## src/rtl/ihp_pkg.sv

```systemverilog
// ----------------------------------------------------------------------------
// ihp_pkg
// Shared types, constants and the hex digit decoder for the hex page packer.
// ----------------------------------------------------------------------------
`timescale 1ns / 1ps
`default_nettype none

package ihp_pkg;

  localparam int PAGE_BYTES_DEF = 256;

  typedef enum logic [1:0] {
    PH_COLON,
    PH_RECORD,
    PH_HALT
  } phase_t;

  localparam logic [1:0] ST_RUN   = 2'd0;
  localparam logic [1:0] ST_OK    = 2'd1;
  localparam logic [1:0] ST_UNSUP = 2'd2;
  localparam logic [1:0] ST_BAD   = 2'd3;

  localparam logic [7:0] CHAR_COLON   = 8'h3A;
  localparam logic [7:0] CHAR_NEWLINE = 8'h0A;

  localparam logic [7:0] REC_DATA = 8'h00;
  localparam logic [7:0] REC_EOF  = 8'h01;

  localparam logic [7:0] PAD_BYTE = 8'hFF;

  localparam logic [8:0] IDX_LENGTH = 9'd0;
  localparam logic [8:0] IDX_TYPE   = 9'd3;
  localparam logic [8:0] IDX_DATA   = 9'd4;
  localparam logic [8:0] IDX_MAX    = 9'd511;

  typedef struct packed {
    logic       valid;
    logic [3:0] value;
  } hex_digit_t;

  function automatic hex_digit_t hex_decode(input logic [7:0] c);
    hex_digit_t d;
    d.valid = 1'b0;
    d.value = 4'd0;
    if (c >= 8'h30 && c <= 8'h39) begin
      d.valid = 1'b1;
      d.value = 4'(c - 8'h30);
    end else if (c >= 8'h41 && c <= 8'h46) begin
      d.valid = 1'b1;
      d.value = 4'(c - 8'h37);
    end else if (c >= 8'h61 && c <= 8'h66) begin
      d.valid = 1'b1;
      d.value = 4'(c - 8'h57);
    end
    return d;
  endfunction

endpackage

`default_nettype wire

```

## src/rtl/intel_hex_page_packer.sv

```systemverilog
// ----------------------------------------------------------------------------
// intel_hex_page_packer
// Parses Intel HEX text one character per item and packs data record bytes
// into fixed size pages, with padding and a status at the end of file.
//
// Usage:
//   char channel: restart and char_in with char_valid / char_stall. One
//   character is taken per cycle while char_stall is low; restart clears
//   parser and page fill before that character is handled.
//   result channel: byte_value, repeat_count, page_offset, page_end and
//   parse_status with result_valid / result_stall. A character gives zero or
//   one result item.
//   The result of a character is held in the single result register behind
//   the parser logic, shown from the cycle after the character is taken.
//   When the receiver stalls with a result waiting, char_stall goes high
//   until that result is taken; a character is still taken in the cycle in
//   which the waiting result leaves.
//   Reset puts the parser at line start with an empty page and no result.
//   After a finished, unsupported or malformed status, characters give no
//   result until a restart.
// ----------------------------------------------------------------------------
`timescale 1ns / 1ps
`default_nettype none

module intel_hex_page_packer #(
  parameter int PAGE_BYTES = ihp_pkg::PAGE_BYTES_DEF
) (
  input  wire logic       clk,
  input  wire logic       rst,
  input  wire logic       char_valid,
  output logic            char_stall,
  input  wire logic       restart,
  input  wire logic [7:0] char_in,
  output logic            result_valid,
  input  wire logic       result_stall,
  output logic [7:0]      byte_value,
  output logic [8:0]      repeat_count,
  output logic [7:0]      page_offset,
  output logic            page_end,
  output logic [1:0]      parse_status
);

  localparam int FILL_W = $clog2(PAGE_BYTES + 1);

  ihp_pkg::phase_t   parse_phase, parse_phase_next;
  logic [3:0]        high_nibble, high_nibble_next;
  logic              nibble_pending, nibble_pending_next;
  logic [8:0]        record_byte_index, record_byte_index_next;
  logic [7:0]        record_length, record_length_next;
  logic [7:0]        record_type, record_type_next;
  logic [FILL_W-1:0] page_fill, page_fill_next;

  ihp_pkg::phase_t   b_phase;
  logic [3:0]        b_high;
  logic              b_pending;
  logic [8:0]        b_idx;
  logic [7:0]        b_len;
  logic [7:0]        b_type;
  logic [FILL_W-1:0] b_fill;

  ihp_pkg::hex_digit_t hex;
  logic              accept;
  logic              is_colon, is_newline;
  logic              take_byte;
  logic [7:0]        rec_byte;
  logic              at_length, at_type, data_hit;
  logic              rec_unsup, rec_eof;
  logic              fill_last;
  logic [FILL_W-1:0] pad_len;

  logic              emit;
  logic [7:0]        emit_byte;
  logic [8:0]        emit_repeat;
  logic [7:0]        emit_offset;
  logic              emit_end;
  logic [1:0]        emit_status;

  assign char_stall = result_valid & result_stall;
  assign accept     = char_valid & ~char_stall;

  // state as seen by this character, after an optional restart
  always_comb begin
    if (restart) begin
      b_phase   = ihp_pkg::PH_COLON;
      b_high    = 4'd0;
      b_pending = 1'b0;
      b_idx     = 9'd0;
      b_len     = 8'd0;
      b_type    = 8'd0;
      b_fill    = '0;
    end else begin
      b_phase   = parse_phase;
      b_high    = high_nibble;
      b_pending = nibble_pending;
      b_idx     = record_byte_index;
      b_len     = record_length;
      b_type    = record_type;
      b_fill    = page_fill;
    end
  end

  // character decode
  always_comb begin
    hex        = ihp_pkg::hex_decode(char_in);
    is_colon   = (char_in == ihp_pkg::CHAR_COLON);
    is_newline = (char_in == ihp_pkg::CHAR_NEWLINE);
    take_byte  = (b_phase == ihp_pkg::PH_RECORD) && !is_newline && hex.valid && b_pending;
    rec_byte   = {b_high, hex.value};
    at_length  = (b_idx == ihp_pkg::IDX_LENGTH);
    at_type    = (b_idx == ihp_pkg::IDX_TYPE);
    data_hit   = (b_idx >= ihp_pkg::IDX_DATA) &&
                 ((b_idx - ihp_pkg::IDX_DATA) < {1'b0, b_len}) &&
                 (b_type == ihp_pkg::REC_DATA);
    rec_unsup  = (b_len != 8'd0) && (rec_byte != ihp_pkg::REC_DATA);
    rec_eof    = (b_len == 8'd0) && (rec_byte == ihp_pkg::REC_EOF);
    fill_last  = (b_fill == FILL_W'(PAGE_BYTES - 1));
    pad_len    = FILL_W'(PAGE_BYTES) - b_fill;
  end

  // next state
  always_comb begin
    parse_phase_next       = parse_phase;
    high_nibble_next       = high_nibble;
    nibble_pending_next    = nibble_pending;
    record_byte_index_next = record_byte_index;
    record_length_next     = record_length;
    record_type_next       = record_type;
    page_fill_next         = page_fill;
    if (accept) begin
      parse_phase_next       = b_phase;
      high_nibble_next       = b_high;
      nibble_pending_next    = b_pending;
      record_byte_index_next = b_idx;
      record_length_next     = b_len;
      record_type_next       = b_type;
      page_fill_next         = b_fill;
      case (b_phase)
        ihp_pkg::PH_COLON: begin
          if (is_colon) begin
            parse_phase_next       = ihp_pkg::PH_RECORD;
            high_nibble_next       = 4'd0;
            nibble_pending_next    = 1'b0;
            record_byte_index_next = 9'd0;
            record_length_next     = 8'd0;
            record_type_next       = 8'd0;
          end else begin
            parse_phase_next = ihp_pkg::PH_HALT;
          end
        end
        ihp_pkg::PH_RECORD: begin
          if (is_newline) begin
            parse_phase_next    = ihp_pkg::PH_COLON;
            nibble_pending_next = 1'b0;
          end else if (hex.valid && !b_pending) begin
            high_nibble_next    = hex.value;
            nibble_pending_next = 1'b1;
          end else if (take_byte) begin
            nibble_pending_next = 1'b0;
            if (at_length) begin
              record_length_next = rec_byte;
            end else if (at_type) begin
              record_type_next = rec_byte;
              if (rec_unsup) begin
                parse_phase_next = ihp_pkg::PH_HALT;
              end else if (rec_eof) begin
                parse_phase_next = ihp_pkg::PH_HALT;
                page_fill_next   = '0;
              end
            end else if (data_hit) begin
              page_fill_next = fill_last ? '0 : b_fill + 1'b1;
            end
            if (!(at_type && (rec_unsup || rec_eof)) && b_idx != ihp_pkg::IDX_MAX) begin
              record_byte_index_next = b_idx + 9'd1;
            end
          end
        end
        default: begin
        end
      endcase
    end
  end

  // result for this character
  always_comb begin
    emit        = 1'b0;
    emit_byte   = 8'd0;
    emit_repeat = 9'd0;
    emit_offset = 8'd0;
    emit_end    = 1'b0;
    emit_status = ihp_pkg::ST_RUN;
    case (b_phase)
      ihp_pkg::PH_COLON: begin
        if (!is_colon) begin
          emit        = 1'b1;
          emit_status = ihp_pkg::ST_BAD;
        end
      end
      ihp_pkg::PH_RECORD: begin
        if (take_byte) begin
          if (at_type) begin
            if (rec_unsup) begin
              emit        = 1'b1;
              emit_status = ihp_pkg::ST_UNSUP;
            end else if (rec_eof) begin
              emit        = 1'b1;
              emit_status = ihp_pkg::ST_OK;
              if (b_fill != '0) begin
                emit_byte   = ihp_pkg::PAD_BYTE;
                emit_repeat = 9'(pad_len);
                emit_offset = 8'(b_fill);
                emit_end    = 1'b1;
              end
            end
          end else if (!at_length && data_hit) begin
            emit        = 1'b1;
            emit_byte   = rec_byte;
            emit_repeat = 9'd1;
            emit_offset = 8'(b_fill);
            emit_end    = fill_last;
          end
        end
      end
      default: begin
      end
    endcase
  end

  always_ff @(posedge clk) begin
    if (rst) begin
      parse_phase       <= ihp_pkg::PH_COLON;
      high_nibble       <= 4'd0;
      nibble_pending    <= 1'b0;
      record_byte_index <= 9'd0;
      record_length     <= 8'd0;
      record_type       <= 8'd0;
      page_fill         <= '0;
      result_valid      <= 1'b0;
    end else begin
      parse_phase       <= parse_phase_next;
      high_nibble       <= high_nibble_next;
      nibble_pending    <= nibble_pending_next;
      record_byte_index <= record_byte_index_next;
      record_length     <= record_length_next;
      record_type       <= record_type_next;
      page_fill         <= page_fill_next;
      if (accept) begin
        result_valid <= emit;
      end else if (!result_stall) begin
        result_valid <= 1'b0;
      end
    end
  end

  always_ff @(posedge clk) begin
    if (accept && emit) begin
      byte_value   <= emit_byte;
      repeat_count <= emit_repeat;
      page_offset  <= emit_offset;
      page_end     <= emit_end;
      parse_status <= emit_status;
    end
  end

  // page fill never reaches a full page
  a_fill_range: assert property (@(posedge clk) disable iff (rst)
    page_fill < FILL_W'(PAGE_BYTES))
    else $error("page fill out of range");

  // a pending nibble only exists inside a record
  a_nibble_in_record: assert property (@(posedge clk) disable iff (rst)
    nibble_pending |-> parse_phase == ihp_pkg::PH_RECORD)
    else $error("nibble pending outside a record");

  // halted parser stays halted and silent until restart
  a_halt_sticky: assert property (@(posedge clk) disable iff (rst)
    (accept && !restart && parse_phase == ihp_pkg::PH_HALT) |=>
      (parse_phase == ihp_pkg::PH_HALT && !result_valid))
    else $error("halted parser moved on");

  // running items carry exactly one data byte
  a_run_single: assert property (@(posedge clk) disable iff (rst)
    (result_valid && parse_status == ihp_pkg::ST_RUN) |-> repeat_count == 9'd1)
    else $error("data item with bad repeat count");

  // a padding run only closes a page at end of file
  a_pad_end: assert property (@(posedge clk) disable iff (rst)
    (result_valid && byte_value == ihp_pkg::PAD_BYTE && parse_status == ihp_pkg::ST_OK &&
     repeat_count != 9'd0) |-> page_end)
    else $error("padding run without page end");

endmodule

`default_nettype wire
```

## config.mk

```make
export PLATFORM = sky130hd
export DESIGN_NAME = intel_hex_page_packer
export DESIGN_NICKNAME = d
export VERILOG_FILES = /design/src/rtl/ihp_pkg.sv /design/src/rtl/intel_hex_page_packer.sv
export SDC_FILE = /design/constraint.sdc
export NUM_CORES = 1
export LEC_CHECK = 0
export BUFFER_PORTS_ARGS = -buffer_cell sky130_fd_sc_hd__buf_2
export CORE_ASPECT_RATIO = 0.8
export CORE_MARGIN = 3
export CORE_UTILIZATION = 55
export DETAILED_ROUTE_END_ITERATION = 8
export HOLD_SLACK_MARGIN = 0.05
export PLACE_DENSITY = 0.75
export SETUP_SLACK_MARGIN = 0.05
export SYNTH_ARGS = -nofsm -noshare
export SYNTH_HDL_FRONTEND = slang
export SYNTH_SLANG_ARGS = --single-unit
```

## constraint.sdc

```tcl
create_clock -name clk -period 5.35 [get_ports clk]
set_clock_uncertainty 0.15 [all_clocks]
set_input_delay 1.07 -clock clk [delete_from_list [all_inputs] [get_ports clk]]
set_output_delay 1.07 -clock clk [all_outputs]
set_load 0.02 [all_outputs]
```

==> flow_metrics.env <==
export IMPL_status="completed"
export IMPL_ctsLongestPathBuffers=2
export IMPL_first_pass_grt_wire_length_um=18600
export IMPL_numCtsBuffers=9
export IMPL_synth_commonest_cells="sky130_fd_sc_hd__nand2_1, sky130_fd_sc_hd__nor2_1, sky130_fd_sc_hd__dfxtp_1"
export IMPL_fin_crit_ns=4.45
export IMPL_cts_tree="yes"
export IMPL_switching_share_of_power_pct=29.4
export IMPL_synth_nets=562
export IMPL_rsz0062_at_grt="false"
export IMPL_ys_async_sr_fraction_pct=0
export IMPL_cts_htree_levels=3
export IMPL_post_drt_wl_per_cell_um=17.2
export IMPL_first_global_vias=3756
export IMPL_clock_sink_count=70
export IMPL_drive_gt1_share_pct=14.8
export IMPL_placement_io_buffers=42
export IMPL_powerDensity_nw_per_um2=231
export IMPL_worst_path_max_fanout=28
export IMPL_dieWidth_um=107
export IMPL_setup_fix_bufs_post_cts=0
export IMPL_slew_violations=0
export IMPL_clk_pin_slew_worst_paths_ns=0.08
export IMPL_synthDominantAreaCellType="sky130_fd_sc_hd__dfxtp_1"
export IMPL_worst_r2r_path_depth=13
export IMPL_totalPowerFinal_w=0.00112
export IMPL_post_cts_resized_instances=0
export IMPL_drtAntennaViolNets=0
export IMPL_timing_critical_path_from_type="primary input"
export IMPL_p_sw_w=0.000329
export IMPL_rows=28
export IMPL_hold_path_class="flip-flop to flip-flop"
export IMPL_io_pins=43
export IMPL_internal_power_w=0.000792
export IMPL_critical_path_endpoint_type="flip-flop"
export IMPL_synth_top_cells_by_area="sky130_fd_sc_hd__dfxtp_1, sky130_fd_sc_hd__edfxtp_1, sky130_fd_sc_hd__ha_1"
export IMPL_r2r_setup_slack_ns=1.40
export IMPL_static_leakage_power_nw=1.83
export IMPL_fin_setup_tns_ns=0
export IMPL_antenna_cells=0
export IMPL_max_clock_freq_mhz=225
export IMPL_clock_root_buffer="sky130_fd_sc_hd__clkbuf_8"
export IMPL_total_of_hold_buffers_inserted_after_clock_tree_synthesis=0
export IMPL_worstPathRequired_ns=5.21
export IMPL_start_util_pct=58.4
export IMPL_synth_seq_cells=70
export IMPL_design_die_area_um2=9240
export IMPL_yosysWarningCount=0
export IMPL_dp_final_hpwl_um=8400
export IMPL_average_cell_area_after_synthesis_um2=8.45
export IMPL_grt_overflow_total=0
export IMPL_number_of_distinct_library_cells_after_synthesis=71
export IMPL_insertion_delay_ns=0.35
export IMPL_post_synth_instance_area_um2=4460
export IMPL_postSynth_topFlopCell="sky130_fd_sc_hd__dfxtp_1"
export IMPL_grt_antenna_before_repair=0
export IMPL_pwr_share_seq_pct=52.0
export IMPL_maxSlewHeadroom_pct=45.1
export IMPL_p_clk_share_pct=35.9
export IMPL_totalWireLength_um=11500
export IMPL_route_detailed_drc=0
export IMPL_floorplan_core_area_um2=7640
export IMPL_routed_via_density=6.22
export IMPL_yosysTopAreaCellShare_pct=18.8
export IMPL_timing_final_hold_violations=0
export IMPL_whs_path_depth=1
export IMPL_synth_seq_area_share_pct=37.7
export IMPL_yosysMostFrequentCell="sky130_fd_sc_hd__nand2_1"
export IMPL_gp_congestion=0.941
export IMPL_violation_count_after_the_first_detailed_routing_iteration=372
export IMPL_power_combinational_fraction_pct=12.2
export IMPL_max_cap_violations=0
export IMPL_drt_first_pass_iters=5
export IMPL_synth_to_layout_area_growth_pct=8.80
export IMPL_layout_worst_path_cycle_share_pct=83.2
export IMPL_vdd_ir_drop_worst_mv=0.150
export IMPL_grt_use_total_pct=25.1
export IMPL_postSynthCellCount=528
export IMPL_detailroute_via_count=4148
export IMPL_chipHeight_um=86.6
export IMPL_setup_violations=0
export IMPL_largest_net_degree_at_the_start_of_global_routing=43
export IMPL_layout_nets=591
export IMPL_max_slew_worst_pin_slew_ns=0.823
export IMPL_synth_edff_count=28
export IMPL_critical_path_class="primary input to flip-flop"
export IMPL_worst_endpoint_arrival_ns=4.31
sequential cells by signal, summed over array words and instances, names as in the netlist:
register	cells
page_fill	9
record_byte_index	9
repeat_count	9
byte_value	8
page_offset	8
record_length	8
record_type	8
high_nibble	4
parse_phase	2
parse_status	2
nibble_pending	1
page_end	1
result_valid	1
critical path, cell delays in order:
cell and delay, ns:
sky130_fd_sc_hd__buf_2 0.10, sky130_fd_sc_hd__inv_1 0.12, sky130_fd_sc_hd__nand2_1 0.14, sky130_fd_sc_hd__ha_1 0.30, sky130_fd_sc_hd__a22oi_1 0.20, sky130_fd_sc_hd__nand2_1 0.07, sky130_fd_sc_hd__ha_1 0.29, sky130_fd_sc_hd__a211oi_1 0.23
sky130_fd_sc_hd__o21ai_0 0.11, sky130_fd_sc_hd__o221ai_1 0.23, sky130_fd_sc_hd__and3_1 0.41, sky130_fd_sc_hd__and3_1 0.39, sky130_fd_sc_hd__o21ai_0 0.19, sky130_fd_sc_hd__inv_1 0.12, sky130_fd_sc_hd__buf_4 0.33
cells by family after synthesis:
kind of cell | synth area share (%)
AND/OR/NAND/NOR | 26.6
AO/OA/AOI/OAI | 20.9
flip-flops | 37.7
buffers and inverters | 5.69
adder cells (fa/ha/maj) | 5.89
XOR/XNOR | 1.57
multiplexers | 1.63
layout by cell type, fill, tap and decap left out, types with 4 or more instances in the layout:
master	n
sky130_fd_sc_hd__nor2_1	64
sky130_fd_sc_hd__inv_1	22
sky130_fd_sc_hd__o21ai_0	28
sky130_fd_sc_hd__and3_1	7
sky130_fd_sc_hd__a31oi_1	7
sky130_fd_sc_hd__a21oi_1	28
sky130_fd_sc_hd__nand4_1	4
sky130_fd_sc_hd__a22oi_1	17
sky130_fd_sc_hd__o211ai_1	7
sky130_fd_sc_hd__nor2b_1	10
sky130_fd_sc_hd__and2_1	7
sky130_fd_sc_hd__nand3_1	14
sky130_fd_sc_hd__or3_1	4
sky130_fd_sc_hd__nor4b_1	4
sky130_fd_sc_hd__or4_1	4
sky130_fd_sc_hd__nand2_1	68
sky130_fd_sc_hd__nor4_1	7
sky130_fd_sc_hd__dfxtp_1	42
sky130_fd_sc_hd__ha_1	21
sky130_fd_sc_hd__edfxtp_1	28
sky130_fd_sc_hd__mux2i_1	5
sky130_fd_sc_hd__xnor2_1	6
sky130_fd_sc_hd__clkbuf_8	9
sky130_fd_sc_hd__a211oi_1	4
sky130_fd_sc_hd__buf_2	42
sky130_fd_sc_hd__a32oi_1	6
sky130_fd_sc_hd__nor3_1	19
sky130_fd_sc_hd__nand2b_1	5
sky130_fd_sc_hd__buf_4	5
power by group through the flow:
stage	Sequential, W	Clock (W)	Combinational [W]
2_1_floorplan	0.000615	0	0.0000709
3_3_place_gp	0.000595	0	0.000132
3_5_place_dp	0.000595	0	0.000134
4_1_cts	0.000583	0.000408	0.000135
5_1_grt	0.000584	0.000434	0.000149
6_report	0.000583	0.000402	0.000137
routing by layer:
| metal | part of all wire (%) | vias up | track usage [%] | routed length (um) |
|---|---|---|---|---|
| met2 | 45 | 197 | 39.1 | 5140 |
| met1 | 45 | 1940 | 36.4 | 5220 |
| met3 | 8.3 | 18 | 4.10 | 953 |
| met5 | 0 | - | 0 | 0 |
| met4 | 1.5 | 0 | 6.97 | 173 |
| li1 | - | 1993 | - | - |
final cells by class:
cell class / instances / area, um2
inverters: 22 / 82.6
fillers: 714 / 2780
flip-flops and latches: 70 / 1680
repair buffers: 47 / 248
well taps: 105 / 131
clock inverters: 7 / 61.3
clock buffers: 9 / 124
multi-input cells: 407 / 2530
worst paths after layout:
path	to	from
max	page_offset[5]	restart
min	record_byte_index[1]	record_byte_index[1]
max reg2reg	page_offset[5]	record_byte_index[2]
min reg2reg	record_byte_index[1]	record_byte_index[1]
through the flow:
| stage | instance area (um2) | cells | worst slack, ns | hold WS (ns) | utilization [%] |
|---|---|---|---|---|---|
| 2_1_floorplan | 4460 | 528 | 0.411 | 0.286 | - |
| 3_3_place_gp | 4670 | 651 | 0.735 | 0.299 | 61.2 |
| 3_5_place_dp | 4670 | 651 | 0.591 | 0.319 | 61.2 |
| 4_1_cts | 4860 | 667 | 0.927 | 0.335 | 63.6 |
| 5_1_grt | 4860 | 667 | 0.619 | 0.350 | 63.6 |
| 6_report | 4860 | 667 | 0.899 | 0.338 | 63.6 |
(Power assumes the default switching activity.)
